$ cat config.mk
export PLATFORM = sky130hd
export DESIGN_NAME = encoder_speed_estimator_core_flat
export DESIGN_NICKNAME = d
export VERILOG_FILES = /design/src/rtl/ses_pkg.sv /design/src/rtl/ses_if.sv /design/src/rtl/ses_front.sv /design/src/rtl/ses_divider.sv /design/src/rtl/ses_back.sv /design/src/rtl/encoder_speed_estimator_core.sv /design/src/flat_wrapper.sv
export SDC_FILE = /design/constraint.sdc
export NUM_CORES = 2
export LEC_CHECK = 0
export ABC_AREA = 1
export BUFFER_PORTS_ARGS = -buffer_cell sky130_fd_sc_hd__buf_2
export CORE_MARGIN = 1
export CORE_UTILIZATION = 45
export CTS_BUF_LIST = sky130_fd_sc_hd__clkbuf_2 sky130_fd_sc_hd__clkbuf_4 sky130_fd_sc_hd__clkbuf_8
export CTS_CLUSTER_DIAMETER = 60
export DETAILED_ROUTE_END_ITERATION = 6
export PLACE_DENSITY = 0.72
export REMOVE_ABC_BUFFERS = 1
export SYNTH_ARGS = -nofsm -noshare
export SYNTH_HDL_FRONTEND = slang
export SYNTH_SLANG_ARGS = --single-unit
$ cat constraint.sdc
create_clock -name clk_i -period 15.15 [get_ports clk_i]
set_input_delay 3.03 -clock clk_i [delete_from_list [all_inputs] [get_ports clk_i]]
set_output_delay 3.03 -clock clk_i [all_outputs]
set_load 0.05 [all_outputs]
$ cat src/rtl/ses_pkg.sv
`timescale 1ns / 1ps
package ses_pkg;
  localparam int unsigned CountW = 16;
  localparam int unsigned TimeW = 32;
  localparam int unsigned SpeedW = 32;
  localparam int unsigned TprW = 16;
  localparam int unsigned RateW = 64;
  localparam logic [TprW-1:0] TprReset = 16'd1024;
  localparam logic [20:0] UsPerSec = 21'd1000000;

  typedef enum logic [2:0] {
    BkIdle,
    BkRead,
    BkMul,
    BkDiv,
    BkAcc,
    BkFinal,
    BkFdiv,
    BkOut
  } bk_state_e;

  typedef struct packed {
    logic [CountW-1:0] count;
    logic [TimeW-1:0] time_us;
  } sample_t;
endpackage

$ cat src/rtl/ses_if.sv
`timescale 1ns / 1ps
interface ses_in_if;
  logic valid;
  logic ready;
  logic signed [15:0] encoder_count;
  logic [31:0] time_us;
  modport source(output valid, encoder_count, time_us, input ready);
  modport sink(input valid, encoder_count, time_us, output ready);
endinterface

interface ses_out_if;
  logic valid;
  logic ready;
  logic [31:0] speed_rps;
  modport source(output valid, speed_rps, input ready);
  modport sink(input valid, speed_rps, output ready);
endinterface

$ cat src/rtl/ses_front.sv
`timescale 1ns / 1ps
module ses_front (
  input  logic clk_i,
  input  logic rst_ni,
  ses_in_if.sink in_if,
  output logic q_valid_o,
  input  logic q_ready_i,
  output ses_pkg::sample_t q_data_o
);
  import ses_pkg::*;

  logic    full_q, full_d;
  sample_t data_q, data_d;

  assign in_if.ready = !full_q;
  assign q_valid_o = full_q;
  assign q_data_o = data_q;

  always_comb begin
    full_d = full_q;
    data_d = data_q;
    if (full_q && q_ready_i) full_d = 1'b0;
    if (in_if.valid && !full_q) begin
      full_d = 1'b1;
      data_d = '{count: in_if.encoder_count, time_us: in_if.time_us};
    end
  end

  always_ff @(posedge clk_i or negedge rst_ni) begin
    if (!rst_ni) full_q <= 1'b0;
    else full_q <= full_d;
  end

  always_ff @(posedge clk_i) data_q <= data_d;
endmodule

$ cat src/rtl/ses_divider.sv
`timescale 1ns / 1ps
module ses_divider (
  input  logic clk_i,
  input  logic rst_ni,
  input  logic start_i,
  input  logic [63:0] num_i,
  input  logic [63:0] den_i,
  output logic busy_o,
  output logic [63:0] quo_o
);
  logic [63:0] rem_q, rem_d, quo_q, quo_d, den_q;
  logic [6:0]  cnt_q, cnt_d;
  logic [64:0] trial;

  assign busy_o = cnt_q != 7'd0;
  assign quo_o = quo_q;

  always_comb begin
    rem_d = rem_q;
    quo_d = quo_q;
    cnt_d = cnt_q;
    trial = {rem_q, quo_q[63]} - {1'b0, den_q};
    if (start_i) begin
      rem_d = '0;
      quo_d = num_i;
      cnt_d = 7'd64;
    end else if (cnt_q != 7'd0) begin
      cnt_d = cnt_q - 7'd1;
      if (!trial[64]) begin
        rem_d = trial[63:0];
        quo_d = {quo_q[62:0], 1'b1};
      end else begin
        rem_d = {rem_q[62:0], quo_q[63]};
        quo_d = {quo_q[62:0], 1'b0};
      end
    end
  end

  always_ff @(posedge clk_i or negedge rst_ni) begin
    if (!rst_ni) cnt_q <= '0;
    else cnt_q <= cnt_d;
  end

  always_ff @(posedge clk_i) begin
    rem_q <= rem_d;
    quo_q <= quo_d;
    if (start_i) den_q <= den_i;
  end
endmodule

$ cat src/rtl/ses_back.sv
`timescale 1ns / 1ps
module ses_back #(
  parameter int unsigned DEPTH = 8
) (
  input  logic clk_i,
  input  logic rst_ni,
  input  logic q_valid_i,
  output logic q_ready_o,
  input  ses_pkg::sample_t q_data_i,
  input  logic [15:0] tpr_i,
  ses_out_if.source out_if
);
  import ses_pkg::*;
  localparam int unsigned SlotW = $clog2(DEPTH);
  localparam logic [SlotW-1:0] LastSlot = SlotW'(DEPTH - 1);
  localparam logic [SlotW-1:0] WarmSlot = SlotW'(DEPTH - 2);
  localparam logic [6:0] NumIv = 7'(DEPTH - 1);

  bk_state_e state_q, state_d;
  logic [CountW-1:0] cring [DEPTH];
  logic [TimeW-1:0]  tring [DEPTH];
  logic [SlotW-1:0] wslot_q, wslot_d, a_q, a_d, b_sl, wr_addr;
  logic warm_q, warm_d, wr_en;
  logic [CountW-1:0] wr_c, ca_q, cb_q, cp_c_q;
  logic [TimeW-1:0]  wr_t, ta_q, tb_q, cp_t_q;
  logic [6:0] iv_q, iv_d;
  logic [16:0] dc;
  logic [31:0] dt;
  logic [16:0] mag_q;
  logic neg_q;
  logic [31:0] dt_q;
  logic [52:0] prod;
  logic signed [RateW-1:0] sum_q, sum_d;
  logic out_v_q, out_v_d;
  logic [SpeedW-1:0] out_q, out_d;
  logic div_start, div_busy;
  logic [63:0] div_num, div_den, div_quo, sum_mag;
  logic [15:0] tpr_eff;

  assign b_sl = (a_q == LastSlot) ? '0 : a_q + 1'b1;
  assign dc = {cb_q[15], cb_q} - {ca_q[15], ca_q};
  assign dt = tb_q - ta_q;
  assign prod = 53'(mag_q) * 53'(UsPerSec);
  assign sum_mag = sum_q[RateW-1] ? 64'(-sum_q) : 64'(sum_q);
  assign tpr_eff = (tpr_i == '0) ? 16'd1 : tpr_i;

  ses_divider u_div (
    .clk_i, .rst_ni, .start_i(div_start), .num_i(div_num), .den_i(div_den),
    .busy_o(div_busy), .quo_o(div_quo)
  );

  assign out_if.valid = out_v_q;
  assign out_if.speed_rps = out_q;

  always_comb begin
    state_d = state_q;
    wslot_d = wslot_q;
    warm_d = warm_q;
    a_d = a_q;
    iv_d = iv_q;
    sum_d = sum_q;
    out_v_d = out_v_q && !out_if.ready;
    out_d = out_q;
    q_ready_o = 1'b0;
    wr_en = 1'b0;
    wr_addr = wslot_q;
    wr_c = q_data_i.count;
    wr_t = q_data_i.time_us;
    div_start = 1'b0;
    div_num = 64'(prod) << 16;
    div_den = 64'(dt_q);
    unique case (state_q)
      BkIdle: begin
        if (q_valid_i && !out_v_q) begin
          q_ready_o = 1'b1;
          wr_en = 1'b1;
          wslot_d = (wslot_q == LastSlot) ? '0 : wslot_q + 1'b1;
          if (!warm_q) begin
            if (wslot_q == WarmSlot) begin
              warm_d = 1'b1;
              state_d = BkFinal;
            end
          end else begin
            a_d = wslot_d;
            iv_d = '0;
            sum_d = '0;
            state_d = BkRead;
          end
        end
      end
      BkFinal: begin
        wr_en = 1'b1;
        wr_addr = LastSlot;
        wr_t = cp_t_q;
        wr_c = cp_c_q;
        wslot_d = '0;
        a_d = '0;
        iv_d = '0;
        sum_d = '0;
        state_d = BkRead;
      end
      BkRead: state_d = BkMul;
      BkMul: state_d = BkDiv;
      BkDiv: begin
        if (dt_q == '0) state_d = BkAcc;
        else begin
          div_start = 1'b1;
          state_d = BkAcc;
        end
      end
      BkAcc: begin
        if (!div_busy) begin
          if (dt_q != '0) sum_d = neg_q ? sum_q - $signed(div_quo) : sum_q + $signed(div_quo);
          a_d = b_sl;
          iv_d = iv_q + 7'd1;
          state_d = (iv_q + 7'd1 == NumIv) ? BkFdiv : BkRead;
          if (iv_q + 7'd1 == NumIv) begin
            div_start = 1'b1;
            div_num = (dt_q != '0) ? (neg_q ? 64'(-(sum_q - $signed(div_quo))) :
                                     64'(sum_q + $signed(div_quo))) : sum_mag;
            div_num = (sum_d[RateW-1]) ? 64'(-sum_d) : 64'(sum_d);
            div_den = 64'(NumIv) * 64'(tpr_eff);
          end
        end
      end
      BkFdiv: begin
        if (!div_busy) state_d = BkOut;
      end
      BkOut: begin
        out_v_d = 1'b1;
        out_d = (div_quo[63:32] != '0) ? '1 : div_quo[31:0];
        state_d = BkIdle;
      end
      default: state_d = BkIdle;
    endcase
  end

  always_ff @(posedge clk_i or negedge rst_ni) begin
    if (!rst_ni) begin
      state_q <= BkIdle;
      wslot_q <= '0;
      warm_q <= 1'b0;
      out_v_q <= 1'b0;
    end else begin
      state_q <= state_d;
      wslot_q <= wslot_d;
      warm_q <= warm_d;
      out_v_q <= out_v_d;
    end
  end

  always_ff @(posedge clk_i) begin
    if (wr_en) begin
      cring[wr_addr] <= wr_c;
      tring[wr_addr] <= wr_t;
    end
    if (q_ready_o) begin
      cp_c_q <= q_data_i.count;
      cp_t_q <= q_data_i.time_us + 32'd1;
    end
    ca_q <= cring[a_q];
    ta_q <= tring[a_q];
    cb_q <= cring[b_sl];
    tb_q <= tring[b_sl];
    mag_q <= dc[16] ? 17'(-dc) : dc;
    neg_q <= dc[16];
    dt_q <= dt;
    a_q <= a_d;
    iv_q <= iv_d;
    sum_q <= sum_d;
    out_q <= out_d;
  end

  assert property (@(posedge clk_i) disable iff (!rst_ni)
    state_q == BkOut |=> out_v_q)
    else $error("result not presented");
  assert property (@(posedge clk_i) disable iff (!rst_ni)
    out_v_q && !out_if.ready |=> out_v_q && $stable(out_q))
    else $error("stalled result changed");
  assert property (@(posedge clk_i) disable iff (!rst_ni)
    state_q != BkIdle |-> !q_ready_o)
    else $error("accept while busy");
endmodule

$ cat src/rtl/encoder_speed_estimator_core.sv
`timescale 1ns / 1ps
// Channel   Dir  Payload
// in_if     in   encoder_count[15:0] signed, time_us[31:0]
// out_if    out  speed_rps[31:0] unsigned Q16.16
// apb       in   tick scale register at address 0
// Each interval is loaded through the Read, Mul and Div states, then divided in the shared 64-step
// divider, which is skipped when the interval is zero. A final scaling divide follows, and a warm
// item holds the back end from its accept until its result has been taken.
// Reset is asynchronous and active low; the ring contents are not cleared.
// A one-entry queue decouples input from the back end; a result waits in its register.
module encoder_speed_estimator_core #(
  parameter int unsigned DEPTH = 8
) (
  input  logic clk_i,
  input  logic rst_ni,
  ses_in_if.sink in_if,
  ses_out_if.source out_if,
  input  logic psel,
  input  logic penable,
  input  logic pwrite,
  input  logic [1:0] paddr,
  input  logic [31:0] pwdata,
  output logic [31:0] prdata,
  output logic pready
);
  import ses_pkg::*;

  logic [TprW-1:0] tpr_q;
  logic q_valid, q_ready;
  sample_t q_data;

  assign pready = 1'b1;
  assign prdata = (paddr == 2'd0) ? 32'(tpr_q) : '0;

  always_ff @(posedge clk_i or negedge rst_ni) begin
    if (!rst_ni) tpr_q <= TprReset;
    else if (psel && penable && pwrite && paddr == 2'd0) tpr_q <= pwdata[TprW-1:0];
  end

  ses_front u_front (
    .clk_i, .rst_ni, .in_if, .q_valid_o(q_valid), .q_ready_i(q_ready), .q_data_o(q_data)
  );

  ses_back #(.DEPTH(DEPTH)) u_back (
    .clk_i, .rst_ni, .q_valid_i(q_valid), .q_ready_o(q_ready), .q_data_i(q_data),
    .tpr_i(tpr_q), .out_if
  );
endmodule

$ cat src/flat_wrapper.sv
// flat-port wrapper written by rule: the top's interface ports become plain ports
module encoder_speed_estimator_core_flat import ses_pkg::*;
#(
  parameter int unsigned DEPTH = 8
)
  (clk_i, rst_ni, psel, penable, pwrite, paddr, pwdata, prdata, pready, in_if_valid, in_if_encoder_count, in_if_time_us, in_if_ready, out_if_valid, out_if_speed_rps, out_if_ready);
  ses_in_if in_if_i ();
  ses_out_if out_if_i ();
  input  logic clk_i;
  input  logic rst_ni;
  input  logic psel;
  input  logic penable;
  input  logic pwrite;
  input  logic [1:0] paddr;
  input  logic [31:0] pwdata;
  output logic [31:0] prdata;
  output logic pready;
  input wire logic [$bits(in_if_i.valid)-1:0] in_if_valid;
  input wire logic [$bits(in_if_i.encoder_count)-1:0] in_if_encoder_count;
  input wire logic [$bits(in_if_i.time_us)-1:0] in_if_time_us;
  output wire logic [$bits(in_if_i.ready)-1:0] in_if_ready;
  output wire logic [$bits(out_if_i.valid)-1:0] out_if_valid;
  output wire logic [$bits(out_if_i.speed_rps)-1:0] out_if_speed_rps;
  input wire logic [$bits(out_if_i.ready)-1:0] out_if_ready;
  assign in_if_i.valid = in_if_valid;
  assign in_if_i.encoder_count = in_if_encoder_count;
  assign in_if_i.time_us = in_if_time_us;
  assign in_if_ready = in_if_i.ready;
  assign out_if_valid = out_if_i.valid;
  assign out_if_speed_rps = out_if_i.speed_rps;
  assign out_if_i.ready = out_if_ready;
  encoder_speed_estimator_core #(.DEPTH(DEPTH)) u_core (.clk_i(clk_i), .rst_ni(rst_ni), .in_if(in_if_i), .out_if(out_if_i), .psel(psel), .penable(penable), .pwrite(pwrite), .paddr(paddr), .pwdata(pwdata), .prdata(prdata), .pready(pready));
endmodule
==> results.sh <==
export IMPL_syn_inst=7284
export IMPL_wire_per_inst_um=19.5
export IMPL_port_buffers=122
export IMPL_async_flop_share=0.0346
export IMPL_clock_tree_root_cell="clkbuf_8"
export IMPL_place_hpwl_um=126000
export IMPL_status="finished, final reports clean"
export IMPL_crit_type="register to register"
export IMPL_grt_setup_unrepaired="no"
export IMPL_period_share=0.538
export IMPL_start_kind="register"
export IMPL_ys_seq_area_frac=0.436
export IMPL_via_count=50900
export IMPL_hold_viol=0
export IMPL_cts_resized=0
export IMPL_yosys_register_bits=924
export IMPL_route_detailed_drc=0
export IMPL_drt_first_iter_violations=5330
export IMPL_area_growth_pct=9.89
export IMPL_wl_met3_um=14100
export IMPL_first_pass_iters=6
export IMPL_grt_pass1_vias=48400
export IMPL_yosysTopAreaCellShare=0.350
export IMPL_finalMaxSlewViolations=0
export IMPL_clockBufferDepth=3
export IMPL_cts_hold_buf=0
export IMPL_fin_worst_skew_ps=47.2
export IMPL_placed_area_mm2=0.0607
export IMPL_io_pins=156
export IMPL_overflow=0
export IMPL_die_width_um=363
export IMPL_dr_wl_met2_um=83100
export IMPL_antenna_found_initial=5
export IMPL_critPathBufInv=5
export IMPL_slew_headroom=0.182
export IMPL_crit_path_top_delay_cell="buf_4"
export IMPL_yosysMostFrequentCell="nand2_1"
export IMPL_netlist_top_cells_area="edfxtp_1, nand2_1, dfxtp_1"
export IMPL_setup_viol=0
export IMPL_cts_setup_buffers=0
export IMPL_die_y_um=363
export IMPL_synth_avg_cell_area_um2=8.03
export IMPL_track_usage=0.268
export IMPL_fin_crit_ps=8150
export IMPL_synthTopCellsByCount="nand2_1, inv_1, nor2_1"
export IMPL_h_tree_depth=4
export IMPL_clk_pin_slew_ps=70
export IMPL_die_area_mm2=0.131
export IMPL_antenna_left=0
export IMPL_wl_um=180000
export IMPL_grt_pass1_wl_um=273000
export IMPL_synth_edf_count=682
export IMPL_end_kind="register"
export IMPL_routabilityCongestion=1.02
export IMPL_worstMarginPinSlew_ps=1230
export IMPL_clkLatencyLatePin_ps=910
export IMPL_setup_tns_ps=0
export IMPL_hold_class="register to register"
export IMPL_grt_max_degree=153
export IMPL_post_route_cell_area_mm2=0.0643
export IMPL_viasPerCell=5.52
export IMPL_core_area_mm2=0.128
export IMPL_top_layer_used="met5"
export IMPL_syn_area_mm2=0.0585
export IMPL_crit_family="simple AND/OR/NAND/NOR gates"
export IMPL_cts_inserted_buffers=162
export IMPL_slowest_delay_ps=610
export IMPL_row_count=131
export IMPL_ys_flop_type="edfxtp_1"
export IMPL_ys_types=69
export IMPL_ys_warn_count=0
export IMPL_yosys_area_top_type="edfxtp_1"
export IMPL_wl_met1_um=74100
export IMPL_start_util=0.456
export IMPL_crit_path_max_fanout=52
export IMPL_cts_tree="built"
export IMPL_final_nets=7809
export IMPL_numClockSinks=924
export IMPL_arrival_ps=8780
export IMPL_maxCapViolations=0
export IMPL_required_ps=15780
export IMPL_drive_above_1_share=0.0756
export IMPL_fmax_mhz=123
[per-stage QoR]
stage	hold WS [ps]	setup WS (ps)	std cells	util
final	448	7000	9231	0.501
after CTS	451	7390	9227	0.501
after global placement	438	7430	8923	0.473
after detailed placement	437	7420	8923	0.473
after floorplan	427	5140	7020	-
after global routing	470	6490	9229	0.501
[kinds of logic after synthesis]
kind of cell / share of synthesized area
multiplexers: 0.000535
adder cells (fa/ha/maj): 0.0875
flip-flops: 0.436
AND/OR/NAND/NOR: 0.209
AO/OA/AOI/OAI: 0.140
other: 0.000128
buffers and inverters: 0.0925
XOR/XNOR: 0.0344
[placed cells by master (no fill, tap or decap), types with 98 or more instances in the layout]
master | synthesis | routed
a21oi_1 | 445 | 445
a31oi_1 | 131 | 131
buf_2 | 29 | 122
clkbuf_8 | 0 | 188
dfxtp_1 | 210 | 210
edfxtp_1 | 682 | 682
ha_1 | 284 | 283
inv_1 | 1108 | 1103
nand2_1 | 1562 | 1560
nand3_1 | 303 | 303
nor2_1 | 776 | 760
nor3_1 | 108 | 107
o211ai_1 | 109 | 109
o21ai_0 | 442 | 442
o221ai_1 | 98 | 98
xor2_1 | 164 | 164
[layer usage]
layer  vias to the layer above  global-route usage
met3                       469              0.0399
met5                         -                   0
met2                      2237               0.439
li1                      24400                   -
met1                     23800               0.346
met4                         2               0.133
[layout make-up]
class / instances / area (µm²)
Inverter: 1123 / 4230
Sequential cell: 924 / 25500
Clock buffer: 228 / 2890
Tap cell: 1729 / 2160
Multi-Input combinational cell: 4973 / 27800
Antenna cell: 4 / 10.0
Timing Repair Buffer: 174 / 1010
Fill cell: 12200 / 63900
Clock inverter: 76 / 694
[registers in the layout, summed over array words and instances, names as in the netlist, 32 cells and up]
signal,count
u_core.u_back.tring,256
u_core.u_back.cring,128
u_core.u_back.sum_q,64
u_core.u_back.u_div.quo_o,64
u_core.u_back.u_div.rem_q,64
u_core.u_front.q_data_o,48
u_core.u_back.cp_t_q,32
u_core.u_back.dt_q,32
u_core.u_back.out_if.speed_rps,32
u_core.u_back.ta_q,32
u_core.u_back.tb_q,32
u_core.u_back.u_div.den_q,32
[worst reg2reg max path, delay by kind of cell (launching register included)]
family	cells	cell delay, ps
buffers and inverters	5	1430
flip-flops	1	380
AND/OR/NAND/NOR	18	3230
adder cells (fa/ha/maj)	2	570
AO/OA/AOI/OAI	8	1910
XOR/XNOR	1	370
[path summary, 6_finish.rpt]
| check | slack, ps | from | to | cells after the start |
|---|---|---|---|---|
| max in group asynchronous | 12280 | rst_ni | u_core.tpr_q[11] | 1 |
| min reg2reg | 450 | u_core.u_front.q_data_o[39] | u_core.u_back.cp_c_q[7] | 0 |
| min in group asynchronous | 2270 | rst_ni | u_core.u_back.u_div.cnt_q[2] | 1 |
| max reg2reg | 7000 | u_core.u_back.u_div.quo_o[0] | u_core.u_back.u_div.quo_o[36] | 34 |
| max | 7000 | u_core.u_back.u_div.quo_o[0] | u_core.u_back.u_div.quo_o[36] | 34 |
| min | 450 | u_core.u_front.q_data_o[39] | u_core.u_back.cp_c_q[7] | 0 |
Power is left out: the tool's default activity adds up to more than one toggle a clock period on the data nets, which glitch-free logic cannot reach.
